--- src/hdl/rtc_time_of_day_keeper_assert.svh ---
// ----------------------------------------------------------------------------
// rtc time-of-day keeper assertion macros
// shared property forms, clocked on clk and quiet while rst_n is low
// ----------------------------------------------------------------------------
`ifndef RTC_TIME_OF_DAY_KEEPER_ASSERT_SVH
`define RTC_TIME_OF_DAY_KEEPER_ASSERT_SVH

// consequent holds in the same cycle as the antecedent
`define RTC_ASSERT_IMP(label, ante, cons, msg) \
    label: assert property (@(posedge clk) disable iff (!rst_n) (ante) |-> (cons)) \
        else $error(msg);

// consequent holds in the cycle after the antecedent
`define RTC_ASSERT_NXT(label, ante, cons, msg) \
    label: assert property (@(posedge clk) disable iff (!rst_n) (ante) |=> (cons)) \
        else $error(msg);

`endif

--- src/hdl/rtc_tod_pkg.sv ---
// ----------------------------------------------------------------------------
// rtc time-of-day keeper package
// widths, reset values, command codes and controller/datapath link types
// ----------------------------------------------------------------------------
package rtc_tod_pkg;

    localparam int COUNTS_PER_SECOND = 32768;
    localparam int COUNTER_BITS      = 24;
    localparam int CPS_LOG2          = $clog2(COUNTS_PER_SECOND);
    localparam int FRAC_BITS         = 8;
    localparam int FRAC_LSB          = CPS_LOG2 - FRAC_BITS;
    localparam int SECS_W            = COUNTER_BITS - CPS_LOG2;
    localparam int SECONDS_W         = 32;
    localparam int TIME_W            = 64;
    localparam int TIME_PAD_W        = TIME_W - SECONDS_W - FRAC_BITS;
    localparam int COUNTER_FIELD_W   = 24;
    localparam int COMPARE_W         = 24;
    localparam int TICK_W            = 16;
    localparam int HIB_W             = 9;
    localparam int MATCH_W           = COUNTER_BITS + 1;
    localparam int DIV_CNT_W         = $clog2(MATCH_W);
    localparam int CMD_W             = 2;
    localparam int CFG_IDX_W         = 1;
    localparam int CFG_DATA_W        = 16;

    localparam logic [TICK_W-1:0] TICK_RESET      = TICK_W'(2048);
    localparam logic [HIB_W-1:0]  HIB_MAX_RESET   = HIB_W'(256);
    localparam int                EIGHT_HOURS_SECS = 8 * 60 * 60;
    localparam logic [TIME_W-1:0] OFFSET_RESET    =
        TIME_W'(EIGHT_HOURS_SECS) << SECONDS_W;

    typedef enum logic [CMD_W-1:0] {
        CMD_SAMPLE    = 2'd0,
        CMD_SET_TIME  = 2'd1,
        CMD_HIBERNATE = 2'd2,
        CMD_CONVERT   = 2'd3
    } cmd_t;

    typedef enum logic [CFG_IDX_W-1:0] {
        CFG_TICK_INCREMENT = 1'b0,
        CFG_HIBERNATE_MAX  = 1'b1
    } cfg_index_t;

    typedef struct packed {
        logic load;
        logic exec;
        logic div_step;
        logic compare;
        logic publish;
    } dp_cmd_t;

    typedef struct packed {
        logic sample;
    } dp_status_t;

endpackage

--- src/hdl/rtc_tod_ctrl.sv ---
// ----------------------------------------------------------------------------
// rtc time-of-day keeper controller
// sequences load, execute, remainder iterations, compare and result hand-off
// ----------------------------------------------------------------------------
`include "rtc_time_of_day_keeper_assert.svh"

module rtc_tod_ctrl
    import rtc_tod_pkg::*;
(
    input  logic       clk,
    input  logic       rst_n,
    input  logic       in_valid,
    output logic       in_stall,
    output logic       out_valid,
    input  logic       out_stall,
    output dp_cmd_t    cmd,
    input  dp_status_t status
);

    typedef enum logic [2:0] {
        S_IDLE,
        S_EXEC,
        S_DIV,
        S_COMPARE,
        S_PUBLISH
    } state_t;

    state_t                 state_reg;
    state_t                 state_next;
    logic [DIV_CNT_W-1:0]   div_count_reg;
    logic [DIV_CNT_W-1:0]   div_count_next;
    logic                   out_valid_reg;
    logic                   out_valid_next;
    logic                   out_free;

    assign out_free  = !out_valid_reg || !out_stall;
    assign in_stall  = (state_reg != S_IDLE);
    assign out_valid = out_valid_reg;

    always_comb
    begin
        cmd.load       = (state_reg == S_IDLE) && in_valid;
        cmd.exec       = (state_reg == S_EXEC);
        cmd.div_step   = (state_reg == S_DIV);
        cmd.compare    = (state_reg == S_COMPARE);
        cmd.publish    = (state_reg == S_PUBLISH) && out_free;

        state_next     = state_reg;
        div_count_next = div_count_reg;

        unique case (state_reg)
            S_IDLE:
            begin
                if (in_valid)
                begin
                    state_next = S_EXEC;
                end
            end
            S_EXEC:
            begin
                div_count_next = DIV_CNT_W'(MATCH_W - 1);
                state_next     = status.sample ? S_DIV : S_PUBLISH;
            end
            S_DIV:
            begin
                if (div_count_reg == '0)
                begin
                    state_next = S_COMPARE;
                end
                else
                begin
                    div_count_next = div_count_reg - 1'b1;
                end
            end
            S_COMPARE:
            begin
                state_next = S_PUBLISH;
            end
            S_PUBLISH:
            begin
                if (out_free)
                begin
                    state_next = S_IDLE;
                end
            end
            default:
            begin
                state_next = S_IDLE;
            end
        endcase

        if (cmd.publish)
        begin
            out_valid_next = 1'b1;
        end
        else if (!out_stall)
        begin
            out_valid_next = 1'b0;
        end
        else
        begin
            out_valid_next = out_valid_reg;
        end
    end

    always_ff @(posedge clk or negedge rst_n)
    begin
        if (!rst_n)
        begin
            state_reg     <= S_IDLE;
            div_count_reg <= '0;
            out_valid_reg <= 1'b0;
        end
        else
        begin
            state_reg     <= state_next;
            div_count_reg <= div_count_next;
            out_valid_reg <= out_valid_next;
        end
    end

    `RTC_ASSERT_NXT(a_accept_exec, in_valid && !in_stall, state_reg == S_EXEC, "accepted word did not start execution")
    `RTC_ASSERT_NXT(a_div_end, (state_reg == S_DIV) && (div_count_reg == '0), state_reg == S_COMPARE, "remainder loop overran")
    `RTC_ASSERT_NXT(a_short_cmd, (state_reg == S_EXEC) && !status.sample, state_reg == S_PUBLISH, "non-sample command entered remainder loop")
    `RTC_ASSERT_NXT(a_publish_done, cmd.publish, out_valid_reg && (state_reg == S_IDLE), "published word not presented")

endmodule

--- src/hdl/rtc_tod_datapath.sv ---
// ----------------------------------------------------------------------------
// rtc time-of-day keeper datapath
// time state, wall offset, wake target, remainder unit and result register
// ----------------------------------------------------------------------------
module rtc_tod_datapath
    import rtc_tod_pkg::*;
(
    input  logic                       clk,
    input  logic                       rst_n,
    input  dp_cmd_t                    cmd,
    output dp_status_t                 status,
    input  logic                       cfg_we,
    input  logic [CFG_IDX_W-1:0]       cfg_index,
    input  logic [CFG_DATA_W-1:0]      cfg_data,
    input  logic [CMD_W-1:0]           command,
    input  logic [COUNTER_FIELD_W-1:0] counter,
    input  logic [TIME_W-1:0]          new_time,
    input  logic [SECONDS_W-1:0]       wake_at,
    input  logic [SECONDS_W-1:0]       wall_seconds,
    output logic [SECONDS_W-1:0]       seconds_since_boot,
    output logic [FRAC_BITS-1:0]       second_fraction,
    output logic [COMPARE_W-1:0]       compare_value,
    output logic [TIME_W-1:0]          time_of_day,
    output logic [SECONDS_W-1:0]       converted_seconds,
    output logic                       time_set
);

    // configuration
    logic [TICK_W-1:0]          tick_reg;
    logic [HIB_W-1:0]           hib_max_reg;

    // time state
    logic [SECONDS_W-1:0]       wrap_count_reg;
    logic [SECS_W-1:0]          last_secs_reg;
    logic [SECONDS_W-1:0]       boot_seconds_reg;
    logic [FRAC_BITS-1:0]       boot_fraction_reg;
    logic [TIME_W-1:0]          offset_reg;
    logic [SECONDS_W-1:0]       wake_target_reg;

    // latched word and work registers
    cmd_t                       cmd_reg;
    logic [COUNTER_BITS-1:0]    cntr_reg;
    logic [TIME_W-1:0]          new_time_reg;
    logic [SECONDS_W-1:0]       wake_at_reg;
    logic [SECONDS_W-1:0]       wall_reg;
    logic [MATCH_W-1:0]         match_reg;
    logic [MATCH_W-1:0]         shift_reg;
    logic [TICK_W-1:0]          rem_reg;
    logic [COUNTER_BITS-1:0]    compare_reg;
    logic [SECONDS_W-1:0]       conv_reg;

    // result register
    logic [SECONDS_W-1:0]       res_seconds_reg;
    logic [FRAC_BITS-1:0]       res_fraction_reg;
    logic [COMPARE_W-1:0]       res_compare_reg;
    logic [TIME_W-1:0]          res_tod_reg;
    logic [SECONDS_W-1:0]       res_conv_reg;
    logic                       res_time_set_reg;

    logic [SECS_W-1:0]          secs_new;
    logic [SECONDS_W-1:0]       wrap_next;
    logic [SECONDS_W-1:0]       boot_seconds_next;
    logic [TIME_W-1:0]          boot_time;
    logic [TIME_W-1:0]          wall_time;
    logic [TIME_W-1:0]          wall_diff;
    logic [SECONDS_W-1:0]       conv_next;
    logic [MATCH_W-1:0]         match_init;
    logic [TICK_W:0]            trial;
    logic [TICK_W-1:0]          rem_next;
    logic [SECONDS_W-1:0]       wake_gap;
    logic [HIB_W-1:0]           hib_step;
    logic [MATCH_W-1:0]         match_rounded;
    logic [COUNTER_BITS-1:0]    compare_next;

    assign status.sample = (cmd_reg == CMD_SAMPLE);

    always_comb
    begin
        secs_new = cntr_reg[COUNTER_BITS-1:CPS_LOG2];
        // a drop in whole seconds means the counter wrapped
        wrap_next = (secs_new < last_secs_reg) ? wrap_count_reg + 1'b1 : wrap_count_reg;
        boot_seconds_next = {wrap_next[SECONDS_W-SECS_W-1:0], secs_new};

        boot_time = {boot_seconds_reg, boot_fraction_reg, {TIME_PAD_W{1'b0}}};
        wall_time = {wall_reg, {(TIME_W-SECONDS_W){1'b0}}};
        wall_diff = wall_time - offset_reg;
        if (wall_time >= offset_reg)
        begin
            conv_next = wall_diff[TIME_W-1:SECONDS_W];
        end
        else
        begin
            conv_next = (wall_reg != '0) ? SECONDS_W'(1) : '0;
        end

        match_init = MATCH_W'(cntr_reg) + MATCH_W'(tick_reg);

        // one restoring remainder step per cycle
        trial = {rem_reg, shift_reg[MATCH_W-1]};
        if (trial >= {1'b0, tick_reg})
        begin
            rem_next = TICK_W'(trial - {1'b0, tick_reg});
        end
        else
        begin
            rem_next = trial[TICK_W-1:0];
        end

        wake_gap = wake_target_reg - boot_seconds_reg;
        hib_step = (wake_gap > SECONDS_W'(hib_max_reg)) ? hib_max_reg : wake_gap[HIB_W-1:0];
        match_rounded = match_reg - MATCH_W'(rem_reg);

        if (wake_target_reg > boot_seconds_reg)
        begin
            compare_next = cntr_reg + COUNTER_BITS'(SECONDS_W'(hib_step) << CPS_LOG2);
        end
        else if (tick_reg == '0)
        begin
            compare_next = cntr_reg;
        end
        else
        begin
            compare_next = match_rounded[COUNTER_BITS-1:0];
        end
    end

    always_ff @(posedge clk or negedge rst_n)
    begin
        if (!rst_n)
        begin
            tick_reg          <= TICK_RESET;
            hib_max_reg       <= HIB_MAX_RESET;
            wrap_count_reg    <= '0;
            last_secs_reg     <= '0;
            boot_seconds_reg  <= '0;
            boot_fraction_reg <= '0;
            offset_reg        <= OFFSET_RESET;
            wake_target_reg   <= '0;
        end
        else
        begin
            if (cfg_we)
            begin
                unique case (cfg_index)
                    CFG_TICK_INCREMENT: tick_reg    <= cfg_data[TICK_W-1:0];
                    CFG_HIBERNATE_MAX:  hib_max_reg <= cfg_data[HIB_W-1:0];
                    default:            tick_reg    <= tick_reg;
                endcase
            end
            if (cmd.exec)
            begin
                unique case (cmd_reg)
                    CMD_SAMPLE:
                    begin
                        wrap_count_reg    <= wrap_next;
                        last_secs_reg     <= secs_new;
                        boot_seconds_reg  <= boot_seconds_next;
                        boot_fraction_reg <= cntr_reg[CPS_LOG2-1:FRAC_LSB];
                    end
                    CMD_SET_TIME:
                    begin
                        offset_reg <= new_time_reg - boot_time;
                    end
                    CMD_HIBERNATE:
                    begin
                        // zero cancels, otherwise only a later target is taken
                        if ((wake_at_reg == '0) || (wake_at_reg > wake_target_reg))
                        begin
                            wake_target_reg <= wake_at_reg;
                        end
                    end
                    default:
                    begin
                        wake_target_reg <= wake_target_reg;
                    end
                endcase
            end
        end
    end

    always_ff @(posedge clk)
    begin
        if (cmd.load)
        begin
            cmd_reg      <= cmd_t'(command);
            cntr_reg     <= counter[COUNTER_BITS-1:0];
            new_time_reg <= new_time;
            wake_at_reg  <= wake_at;
            wall_reg     <= wall_seconds;
        end
        if (cmd.exec)
        begin
            match_reg   <= match_init;
            shift_reg   <= match_init;
            rem_reg     <= '0;
            compare_reg <= '0;
            conv_reg    <= (cmd_reg == CMD_CONVERT) ? conv_next : '0;
        end
        if (cmd.div_step)
        begin
            rem_reg   <= rem_next;
            shift_reg <= {shift_reg[MATCH_W-2:0], 1'b0};
        end
        if (cmd.compare)
        begin
            compare_reg <= compare_next;
        end
        if (cmd.publish)
        begin
            res_seconds_reg  <= boot_seconds_reg;
            res_fraction_reg <= boot_fraction_reg;
            res_compare_reg  <= COMPARE_W'(compare_reg);
            res_tod_reg      <= boot_time + offset_reg;
            res_conv_reg     <= conv_reg;
            res_time_set_reg <= (offset_reg != '0);
        end
    end

    assign seconds_since_boot = res_seconds_reg;
    assign second_fraction    = res_fraction_reg;
    assign compare_value      = res_compare_reg;
    assign time_of_day        = res_tod_reg;
    assign converted_seconds  = res_conv_reg;
    assign time_set           = res_time_set_reg;

endmodule

--- src/hdl/rtc_time_of_day_keeper.sv ---
// ----------------------------------------------------------------------------
// rtc time-of-day keeper
// extends a wrapping rtc count into boot seconds and wall time, and programs
// the next rtc compare value
// ----------------------------------------------------------------------------
// usage:
//   input channel: in_valid / in_stall carry one command word (command,
//   counter, new_time, wake_at, wall_seconds); a word is taken when in_valid
//   is high and in_stall low. one word is in work at a time.
//   output channel: out_valid / out_stall carry exactly one result word per
//   input word, held stable while out_stall is high.
//   configuration: cfg_we with cfg_index and cfg_data writes tick_increment
//   (index 0) or the hibernation step limit (index 1); the user must write
//   only while idle, and the block itself does not enforce this.
//   sequence: a counter sample runs execute, the restoring remainder loop
//   over the 25-bit match value (one bit per cycle), compare and publish;
//   other commands go from execute straight to publish.
//   a finished result waits in the output register, so the next word can be
//   taken while it is stalled; a second result waits inside until the first
//   leaves.
//   reset: asynchronous, active low; time state clears, the wall offset
//   returns to eight hours, registers return to 2048 and 256.
// ----------------------------------------------------------------------------
module rtc_time_of_day_keeper
    import rtc_tod_pkg::*;
(
    input  logic                       clk,
    input  logic                       rst_n,
    input  logic                       cfg_we,
    input  logic [CFG_IDX_W-1:0]       cfg_index,
    input  logic [CFG_DATA_W-1:0]      cfg_data,
    input  logic                       in_valid,
    output logic                       in_stall,
    input  logic [CMD_W-1:0]           command,
    input  logic [COUNTER_FIELD_W-1:0] counter,
    input  logic [TIME_W-1:0]          new_time,
    input  logic [SECONDS_W-1:0]       wake_at,
    input  logic [SECONDS_W-1:0]       wall_seconds,
    output logic                       out_valid,
    input  logic                       out_stall,
    output logic [SECONDS_W-1:0]       seconds_since_boot,
    output logic [FRAC_BITS-1:0]       second_fraction,
    output logic [COMPARE_W-1:0]       compare_value,
    output logic [TIME_W-1:0]          time_of_day,
    output logic [SECONDS_W-1:0]       converted_seconds,
    output logic                       time_set
);

    dp_cmd_t    dp_cmd;
    dp_status_t dp_status;

    rtc_tod_ctrl u_ctrl
    (
        .clk       (clk),
        .rst_n     (rst_n),
        .in_valid  (in_valid),
        .in_stall  (in_stall),
        .out_valid (out_valid),
        .out_stall (out_stall),
        .cmd       (dp_cmd),
        .status    (dp_status)
    );

    rtc_tod_datapath u_datapath
    (
        .clk                (clk),
        .rst_n              (rst_n),
        .cmd                (dp_cmd),
        .status             (dp_status),
        .cfg_we             (cfg_we),
        .cfg_index          (cfg_index),
        .cfg_data           (cfg_data),
        .command            (command),
        .counter            (counter),
        .new_time           (new_time),
        .wake_at            (wake_at),
        .wall_seconds       (wall_seconds),
        .seconds_since_boot (seconds_since_boot),
        .second_fraction    (second_fraction),
        .compare_value      (compare_value),
        .time_of_day        (time_of_day),
        .converted_seconds  (converted_seconds),
        .time_set           (time_set)
    );

endmodule

--- config.mk ---
export PLATFORM = sky130hd
export DESIGN_NAME = rtc_time_of_day_keeper
export DESIGN_NICKNAME = d
export VERILOG_FILES = /design/src/hdl/rtc_tod_pkg.sv /design/src/hdl/rtc_tod_ctrl.sv /design/src/hdl/rtc_tod_datapath.sv /design/src/hdl/rtc_time_of_day_keeper.sv
export VERILOG_INCLUDE_DIRS = /design/src /design/src/hdl
export SDC_FILE = /design/constraint.sdc
export NUM_CORES = 1
export LEC_CHECK = 0
export BUFFER_PORTS_ARGS = -buffer_cell sky130_fd_sc_hd__buf_2
export CORE_MARGIN = 10
export CORE_UTILIZATION = 60
export CTS_BUF_LIST = sky130_fd_sc_hd__clkbuf_8
export CTS_CLUSTER_DIAMETER = 200
export DETAILED_ROUTE_END_ITERATION = 10
export PLACE_DENSITY = 0.81
export REMOVE_ABC_BUFFERS = 1
export SLEW_MARGIN = 20
export SYNTH_ARGS = -nofsm -noshare
export SYNTH_HDL_FRONTEND = slang
export SYNTH_SLANG_ARGS = --single-unit
--- constraint.sdc ---
create_clock -name clk -period 13.4 [get_ports clk]
set_input_delay 0.67 -clock clk [delete_from_list [all_inputs] [get_ports clk]]
set_output_delay 0.67 -clock clk [all_outputs]
set_load 0.01 [all_outputs]
Yosys cells after proc, flatten, opt, wreduce, memory -nomap -nowiden
Cells that the tools add are included.

word-level totals
  word-level logic and storage cells = 104
  flip-flop bits (word level) = 647
  output and inout bits = 163

cells by class
  reductions and logical operators = 24
  order comparisons = 6
  add/subtract/negate cells = 10
  multiplexer cells = 22
  bitwise logic cells = 1
  equal/unequal tests = 12

operator list
  cell                                                              count
  64-bit subtractor                                                 2
  24-bit 2-to-1 mux                                                 4
  64-bit adder                                                      1
  64-bit >= comparator                                              1
  32-bit > comparator                                               2
  64-bit nonzero test                                               1
  25-bit 2-to-1 mux                                                 2
  16-bit 2-to-1 mux                                                 3
  32-bit by 1-bit adder with 32-bit output (second input constant)  1
  32-bit by 9-bit > comparator with 1-bit output                    1
  32-bit zero test                                                  1
  32-bit 2-to-1 mux                                                 1
  32-bit nonzero test                                               1
  32-bit subtractor                                                 1
  24-bit by 16-bit adder with 25-bit output                         1
  24-bit adder                                                      1
  24-bit by 16-bit subtractor with 24-bit output                    1
  23-bit 2-to-1 mux                                                 1
  17-bit by 16-bit >= comparator with 1-bit output                  1
  16-bit zero test                                                  1
  16-bit subtractor                                                 1
  3-bit one-hot mux with 5 select lines                             1
  3-bit 2-to-1 mux                                                  4
  5-bit one-hot mux with 2 select lines                             1
  other kinds (23)                                                  40

Depth between registers and ports, before layout
Gate-level depths: netlist of run 1.

  depth in word-level cells = 6
  depth in mapped cells = 34
  mapped depth without buffers = 33

Modules after synthesis
A second synthesis of run 1 with hierarchy kept.

unflattened totals
  cells, all modules = 2,800
  area, all modules = 32,248.4 um^2

by module, submodules not included
  module            seq. area each (um^2)  instances  area an instance (um^2)  cells an instance
  rtc_tod_datapath  17,118.9               1          31,729.2                 2,749
  rtc_tod_ctrl      225.2                  1          519.2                    51

Least setup slack after synthesis of run 1
Ideal clock, no wire load.

  path kind = input -> register
  start = input out_stall
  end = register u_datapath.res_compare_reg[0], in the netlist u_datapath.compare_value[0], enable pin
  slack = 4.238 ns
  stages on the path = 1
  arrival time = 8.426 ns
  library setup time = 0.736 ns
  cells stage by stage = a21oi_1

between the ends
  word-level cells in the longest chain between the ends = 3

RTL lines
  element               line                          text
  start, declared       rtc_time_of_day_keeper.sv:40  input logic out_stall,
  1-bit zero test       rtc_tod_ctrl.sv:36            assign out_free = !out_valid_reg || !out_stall;
  1-bit logical OR      rtc_tod_ctrl.sv:36
  1-bit logical AND     rtc_tod_ctrl.sv:46            cmd.publish = (state_reg == S_PUBLISH) && out_free;
  end signal, assigned  rtc_tod_datapath.sv:212       res_compare_reg <= COMPARE_W'(compare_reg);
  end, declared         rtc_tod_datapath.sv:55        logic [COMPARE_W-1:0] res_compare_reg;

No other way between the ends.
A chain may end at the register's enable or synchronous reset.

Final worst setup path of run 1
  start = register u_datapath.boot_seconds_reg[1]
  end = register u_datapath.compare_reg[23] (data pin)

between the ends
  word-level cells in the longest chain between the ends = 6

RTL lines
  element                                         line                     text
  start, declared                                 rtc_tod_datapath.sv:35   logic [SECONDS_W-1:0] boot_seconds_reg;
  start signal, assigned                          rtc_tod_datapath.sv:157  boot_seconds_reg <= boot_seconds_next;
  32-bit subtractor                               rtc_tod_datapath.sv:109  wake_gap = wake_target_reg - boot_seconds_reg;
  32-bit by 9-bit > comparator with 1-bit output  rtc_tod_datapath.sv:110  hib_step = (wake_gap > SECONDS_W'(hib_max_reg)) ? hib_max_reg : wake_gap[HIB_W-1:0];
  9-bit 2-to-1 mux                                rtc_tod_datapath.sv:110
  24-bit adder                                    rtc_tod_datapath.sv:115  compare_next = cntr_reg + COUNTER_BITS'(SECONDS_W'(hib_step) << CPS_LOG2);
  24-bit 2-to-1 mux *                             rtc_tod_datapath.sv:113  if (wake_target_reg > boot_seconds_reg)
  24-bit 2-to-1 mux *                             rtc_tod_datapath.sv:204  if (cmd.compare)
  end signal, assigned                            rtc_tod_datapath.sv:206  compare_reg <= compare_next;
  end, declared                                   rtc_tod_datapath.sv:49   logic [COUNTER_BITS-1:0] compare_reg;

Every way passes the cells marked *; elsewhere a longest branch is shown, timed or not.

==> impl_metrics.yaml, run 1 <==
clocking:
  cts_sinks: 606
  tritoncts: "built"
  cts_buffers: 98
  cts-root-buf: "clkbuf_8"
  clk_pin_slew_ns: 0.08
  ctsResizeCount: 0
  clock_latency_ns: 0.74
  ctsHtreeMaxLevel: 3
  post_cts_buffers: 0
  cts.path.max_buffers: 3
logic_synthesis:
  ys.flop_type: "edfxtp_1"
  synth_warnings: 0
  synthTopCellsByCount: "435 x edfxtp_1, 260 x nand2_1, 250 x ha_1, 208 x inv_1, 175 x a21oi_1"
  synth_top_area_share_pct: 40.8
  syn_area_um2: 32000
  synth-edff-count: 435
  ys_async_sr_fraction_pct: 28.1
  synth.area.top_cells: "edfxtp_1 41%, dfrtp_1 13%, ha_1 9.8%, xnor2_1 3.3%, nand2_1 3.0%"
  syn_inst: 2816
  synth_seq_cells: 606
  yosysTopAreaCell: "edfxtp_1"
  yosysMostFrequentCell: "edfxtp_1"
  ys_types: 78
  ys_seq_area_share_pct: 54.2
  avgSynthCellArea_um2: 11.4
setup_path:
  reg2reg_to: "u_datapath.compare_reg[23]$_SDFFCE_PN0P_"
  end_kind: "flip-flop"
  crit_path_start: "u_datapath.boot_seconds_reg[1]$_DFFE_PN0P_"
  critPathMaxStageDelay_ns: 0.60
  rrSetupSlack_ns: 6.12
  path_max_fanout: 12
  worstPathRequired_ns: 13.99
  critPathKind: "flip-flop to flip-flop"
  cp_data_arrival_time_ns: 7.87
  slowest_stage: "or4b_4"
  crit_path_start_kind: "flip-flop"
  crit_end: "u_datapath.compare_reg[23]$_SDFFCE_PN0P_"
  r2r_cells: 30
  r2r_start: "u_datapath.boot_seconds_reg[1]$_DFFE_PN0P_"
final_layout:
  nFillCells: 3769
  drive_above_1_share_pct: 18.0
  area_growth_pct: 14.1
  finalNetCount: 3649
min_path:
  hp-class: "input pin to flip-flop"
  holdPathStages: 1
global_routing:
  antenna_found_initial: 2
  track_usage_pct: 27.2
  grt_pass1_vias: 23400
  gr-total-overflow: 0
  grt_pass1_wl_um: 135000
  grt_max_degree: 162
die:
  num_rows: 84
  initial_core_util_pct: 60.8
  pin_count: 339
  fp.dieArea_um2: 63000
  dieWidth_um: 251
  fp.dieH_um: 251
  coreArea_um2: 52700
timing:
  fmax_mhz: 137
  relSlewSlack_pct: 24.7
  period_share_pct: 54.3
  setup-tns-final_ns: 0
  worst_slack_ns: 6.12
  worst_pin_slew_ns: 1.13
  rsz0062_at_grt: "false"
  drv_slew: 0
  period_needed_ns: 7.28
  finClkSkew_ns: 0.0542
  final_hold_viol_count: 0
  setup_viol: 0
route:
  num_vias: 23800
  viasPerCell: 5.98
  ant_nets: 0
  drtPass1Iterations: 6
  drt_iter0_drc: 2177
  detail_route.wl_per_cell_um: 22.2
  drc: 0
  drt_wl_total_um: 88500
power:
  peakVddDrop_mv: 0.237
  p_leak_nw: 15.7
  cellPowerDensity_nw_per_um2: 250
run_status:
  outcome: "completed"
run:
  cap_violations: 0
placed_design:
  port_buffers: 338
  dpl_worst_slack_ns: 6.22
  place_congestion: 0.943
  dpl.hpwl_um: 67300
report_power, final:
part           leakage (nW)  internal, W  switching, W
clock                  1.16     0.000839      0.000776
combinational          8.32      0.00166       0.00255
sequential             6.22      0.00287      0.000461
total                  15.7      0.00536       0.00379
worst max-delay path, delay by kind of cell, from the launching register on:
family,cells,cell delay [ns]
simple gates,11,2.71
fa+ha+maj,4,1.24
xor+xnor,2,0.27
compound gates,12,2.33
buf+inv,1,0.14
flops,1,0.46
timing repair:
action / in CTS / in global routing
hold endpoints to repair: 51 / 0
hold buffers: 1 / 0
setup endpoints to repair: 0 / 0
metal layers:
layer / global-route usage, % / routed length (um) / vias up
li1: - / - / 11100
met1: 38.0 / 38600 / 11500
met2: 42.3 / 40200 / 1009
met3: 5.14 / 7150 / 149
met4: 9.07 / 2560 / 2
met5: 0 / 11 / -
how the worst min path moves through the flow:
stage | startpoint | endpoint | slack [ns]
floorplan | rst_n | u_ctrl.div_count_reg[0]$_DFFE_PN0P_ | 0.37
global placement | u_datapath.compare_reg[2]$_SDFFCE_PN0P_ | u_datapath.compare_value[2]$_DFFE_PP_ | 0.40
detailed placement | u_datapath.compare_reg[12]$_SDFFCE_PN0P_ | u_datapath.compare_value[12]$_DFFE_PP_ | 0.40
CTS | wall_seconds[25] | u_datapath.wall_reg[25]$_DFFE_PP_ | 0.07
global route | new_time[9] | u_datapath.new_time_reg[9]$_DFFE_PP_ | 0.07
finish | new_time[7] | u_datapath.new_time_reg[7]$_DFFE_PP_ | 0.12
cell usage in the layout (no fill, tap or decap), drive strengths merged, types with 12 or more instances in the layout:
cell | synthesis | final
or3 | 18 | 18
a21oi | 175 | 175
nand2 | 260 | 260
dfrtp | 164 | 164
nor2 | 140 | 140
o21a | 24 | 24
a211oi | 23 | 23
and2 | 13 | 13
a21o | 97 | 97
nor4 | 45 | 45
mux2 | 65 | 65
clkinv | 0 | 32
edfxtp | 435 | 435
mux2i | 12 | 12
xor2 | 65 | 65
xnor2 | 121 | 121
buf | 9 | 355
o21ai | 163 | 163
o211ai | 13 | 13
nor3 | 60 | 60
nand4 | 44 | 44
ha | 250 | 250
clkbuf | 47 | 109
a21boi | 12 | 12
a31oi | 14 | 14
nor2b | 41 | 41
inv | 209 | 249
and3 | 26 | 26
o21bai | 14 | 14
nand2b | 45 | 45
nand3 | 54 | 54
o31ai | 28 | 28
a22o | 22 | 22
layout make-up:
type / count / area, um2 / area share, %
Clock buffer: 109 / 1500 / 4.11
Sequential cell: 606 / 17300 / 47.5
Clock inverter: 76 / 490 / 1.34
Multi-Input combinational cell: 1945 / 13700 / 37.5
Tap cell: 688 / 861 / 2.36
Inverter: 209 / 785 / 2.15
Timing Repair Buffer: 356 / 1850 / 5.07
Antenna cell: 1 / 2.50 / 0.00685
through the flow:
stage	area (um2)	instances	utilization (%)	total power, W	hold slack [ns]
2_1_floorplan	31800	2760	-	0.00625	0.374
3_3_place_gp	34500	3802	65.5	0.00734	0.401
3_5_place_dp	34500	3802	65.5	0.00748	0.405
4_1_cts	36500	3988	69.3	0.00912	0.0694
5_1_grt	36500	3990	69.4	0.00975	0.0722
6_report	36500	3990	69.4	0.00915	0.120
cell families (layout without fill, tap and decap cells):
group	Yosys count	count (layout)	share of synthesized area, %
xor gates and xnor gates	186	186	5.09
other	0	1	0
and+or+nand+nor	787	787	12.0
adders and majority gates	257	257	10.2
buffers and inverters	265	750	3.15
muxes	77	77	2.71
DFF	606	606	54.2
AOI/OAI and AO/OA	638	638	12.6
(Power assumes the default switching activity.)
==> inputs of run 2 (changes only) <==
--- a/config.mk
+++ b/config.mk
@@ -6,6 +6,7 @@
 export SDC_FILE = /design/constraint.sdc
 export NUM_CORES = 1
 export LEC_CHECK = 0
+export ABC_AREA = 1
 export BUFFER_PORTS_ARGS = -buffer_cell sky130_fd_sc_hd__buf_2
 export CORE_MARGIN = 10
 export CORE_UTILIZATION = 60
==> constraint.sdc (replaced) <==
create_clock -name clk -period 7.3 [get_ports clk]
set_input_delay 0.365 -clock clk [delete_from_list [all_inputs] [get_ports clk]]
set_output_delay 0.365 -clock clk [all_outputs]
set_load 0.01 [all_outputs]
==> impl_metrics.yaml, run 2 <==
run_status:
  outcome: "completed"
global_routing:
  grt_max_degree: 162
  grt_pass1_vias: 29200
  grt_pass1_wl_um: 164000
  track_usage_pct: 31.2
  antenna_found_initial: 6
  gr-total-overflow: 0
clocking:
  cts_sinks: 606
  post_cts_buffers: 0
  cts-root-buf: "clkbuf_8"
  ctsResizeCount: 0
  tritoncts: "built"
  cts_buffers: 100
  clock_latency_ns: 0.73
  ctsHtreeMaxLevel: 3
  cts.path.max_buffers: 3
  cts_hold_buf: 173
  clk_pin_slew_ns: 0.06
logic_synthesis:
  synth_top_area_share_pct: 37.8
  synth-edff-count: 435
  ys.flop_type: "edfxtp_1"
  synth_warnings: 0
  avgSynthCellArea_um2: 9.25
  synthTopCellsByCount: "677 x nand2_1, 523 x inv_1, 435 x edfxtp_1, 352 x nor2_1, 326 x a21oi_1"
  ys_types: 74
  ys_async_sr_fraction_pct: 28.1
  yosysTopAreaCell: "edfxtp_1"
  ys_seq_area_share_pct: 50.3
  synth.area.top_cells: "edfxtp_1 38%, dfrtp_1 12%, ha_1 9.1%, nand2_1 7.4%, inv_1 5.7%"
  syn_inst: 3730
  yosysMostFrequentCell: "nand2_1"
  synth_seq_cells: 606
  syn_area_um2: 34500
final_layout:
  final_common_cell: "nand2_1"
  layout_common_cells: "677 x nand2_1, 563 x inv_1, 435 x edfxtp_1"
  drive_above_1_share_pct: 14.0
  finalNetCount: 4741
  final-instance-count-excl-fill: 5150
  area_growth_pct: 18.2
placed_design:
  port_buffers: 338
  dpl.hpwl_um: 79300
  dpl_worst_slack_ns: 2.01
  dpl.cell_count: 4789
  place_congestion: 0.979
setup_path:
  crit_path_start: "u_datapath.boot_seconds_reg[2]$_DFFE_PN0P_"
  crit_path_start_kind: "flip-flop"
  critPathKind: "flip-flop to flip-flop"
  r2r_start: "u_datapath.boot_seconds_reg[2]$_DFFE_PN0P_"
  path_max_fanout: 18
  cp_data_arrival_time_ns: 5.79
  worstPathRequired_ns: 7.73
  critPathMaxStageDelay_ns: 0.44
  slowest_stage: "ha_1"
  end_kind: "flip-flop"
  crit_top_cell: "nand2_1"
  r2r_cells: 35
timing:
  period_share_pct: 73.4
  setup_viol: 0
  holdWs_ns: 0.266
  final_hold_viol_count: 0
  rsz0062_at_grt: "false"
  fmax_mhz: 187
  period_needed_ns: 5.36
  drv_slew: 0
  worst_slack_ns: 1.94
  setup-tns-final_ns: 0
  finClkSkew_ns: 0.0492
  relSlewSlack_pct: 12.5
  worst_pin_slew_ns: 1.31
route:
  num_vias: 29300
  ant_nets: 0
  detail_route.wl_per_cell_um: 20.8
  drt_iter0_drc: 2840
  drt_wl_total_um: 107000
  drc: 0
  drtPass1Iterations: 5
  viasPerCell: 5.69
die:
  fp.dieH_um: 260
  initial_core_util_pct: 60.9
  coreArea_um2: 56700
  fp.dieArea_um2: 67500
  num_rows: 87
  dieWidth_um: 260
  pin_count: 339
power:
  p_leak_nw: 18.4
  p_total_w: 0.0178
  cellPowerDensity_nw_per_um2: 437
  peakVddDrop_mv: 0.468
min_path:
  hold_path.startpoint: "cfg_index"
  holdPathStages: 4
  hp-class: "input pin to flip-flop"
run:
  cap_violations: 0
## run 2: critical path, delay by kind of cell, from the launching register on
kind | cells | cell delay, ns
AOI/OAI and AO/OA | 7 | 0.75
xor gates and xnor gates | 2 | 0.45
adders and majority gates | 4 | 1.34
buffers and inverters | 1 | 0.12
DFF | 1 | 0.39
and+or+nand+nor | 21 | 1.99
## run 2: power breakdown
group          internal [W]  leakage, nW  switching [W]
registers           0.00522         6.22       0.000794
logic               0.00300         11.0        0.00586
clock network       0.00150         1.15        0.00144
## run 2: cells by family (layout without fill, tap and decap cells)
family	after synthesis	after routing	share of synthesized area, %
compound gates	760	760	12.6
xor+xnor	158	158	4.01
fa+ha+maj	257	257	9.47
buf+inv	578	1240	6.37
flops	606	606	50.3
other cells	0	2	0
simple gates	1371	1371	17.3
## run 2: worst paths after layout
check | end | slack [ns]
worst max-delay path | u_datapath.compare_reg[23]$_SDFFCE_PN0P_ | 1.94
worst min-delay path | u_datapath.hib_max_reg[8]$_DFFE_PN1P_ | 0.27
worst max register to register | u_datapath.compare_reg[23]$_SDFFCE_PN0P_ | 1.94
worst min register to register | u_datapath.converted_seconds[4]$_DFFE_PP_ | 0.41
max in group asynchronous | u_datapath.offset_reg[17]$_DFFE_PN0P_ | 5.39
min in group asynchronous | u_datapath.wake_target_reg[27]$_DFFE_PN0P_ | 0.36
## run 2: through the flow
step                      util, %  area, um2
after floorplan                 -      34300
after global placement       65.4      37100
after detailed placement     65.4      37100
after CTS                    71.9      40800
after global routing         71.9      40800
final                        71.9      40800
## run 2: cell type report
cell class	instances	area [um2]
Sequential cell	606	17300
Fill cell	4270	15900
Multi-Input combinational cell	2546	15000
Timing Repair Buffer	522	3520
Inverter	532	2000
Clock buffer	110	1510
Tap cell	756	946
Clock inverter	76	445
Antenna cell	2	5.00
## run 2: routing by layer
metal  GRT usage [%]  vias to the layer above  part of all wire (%)
met4            11.3                        0                   3.6
met2            50.6                     1357                    47
met3            5.89                      212                   8.6
li1                -                    13900                     -
met5               0                        -                     0
met1            41.2                    13800                    41
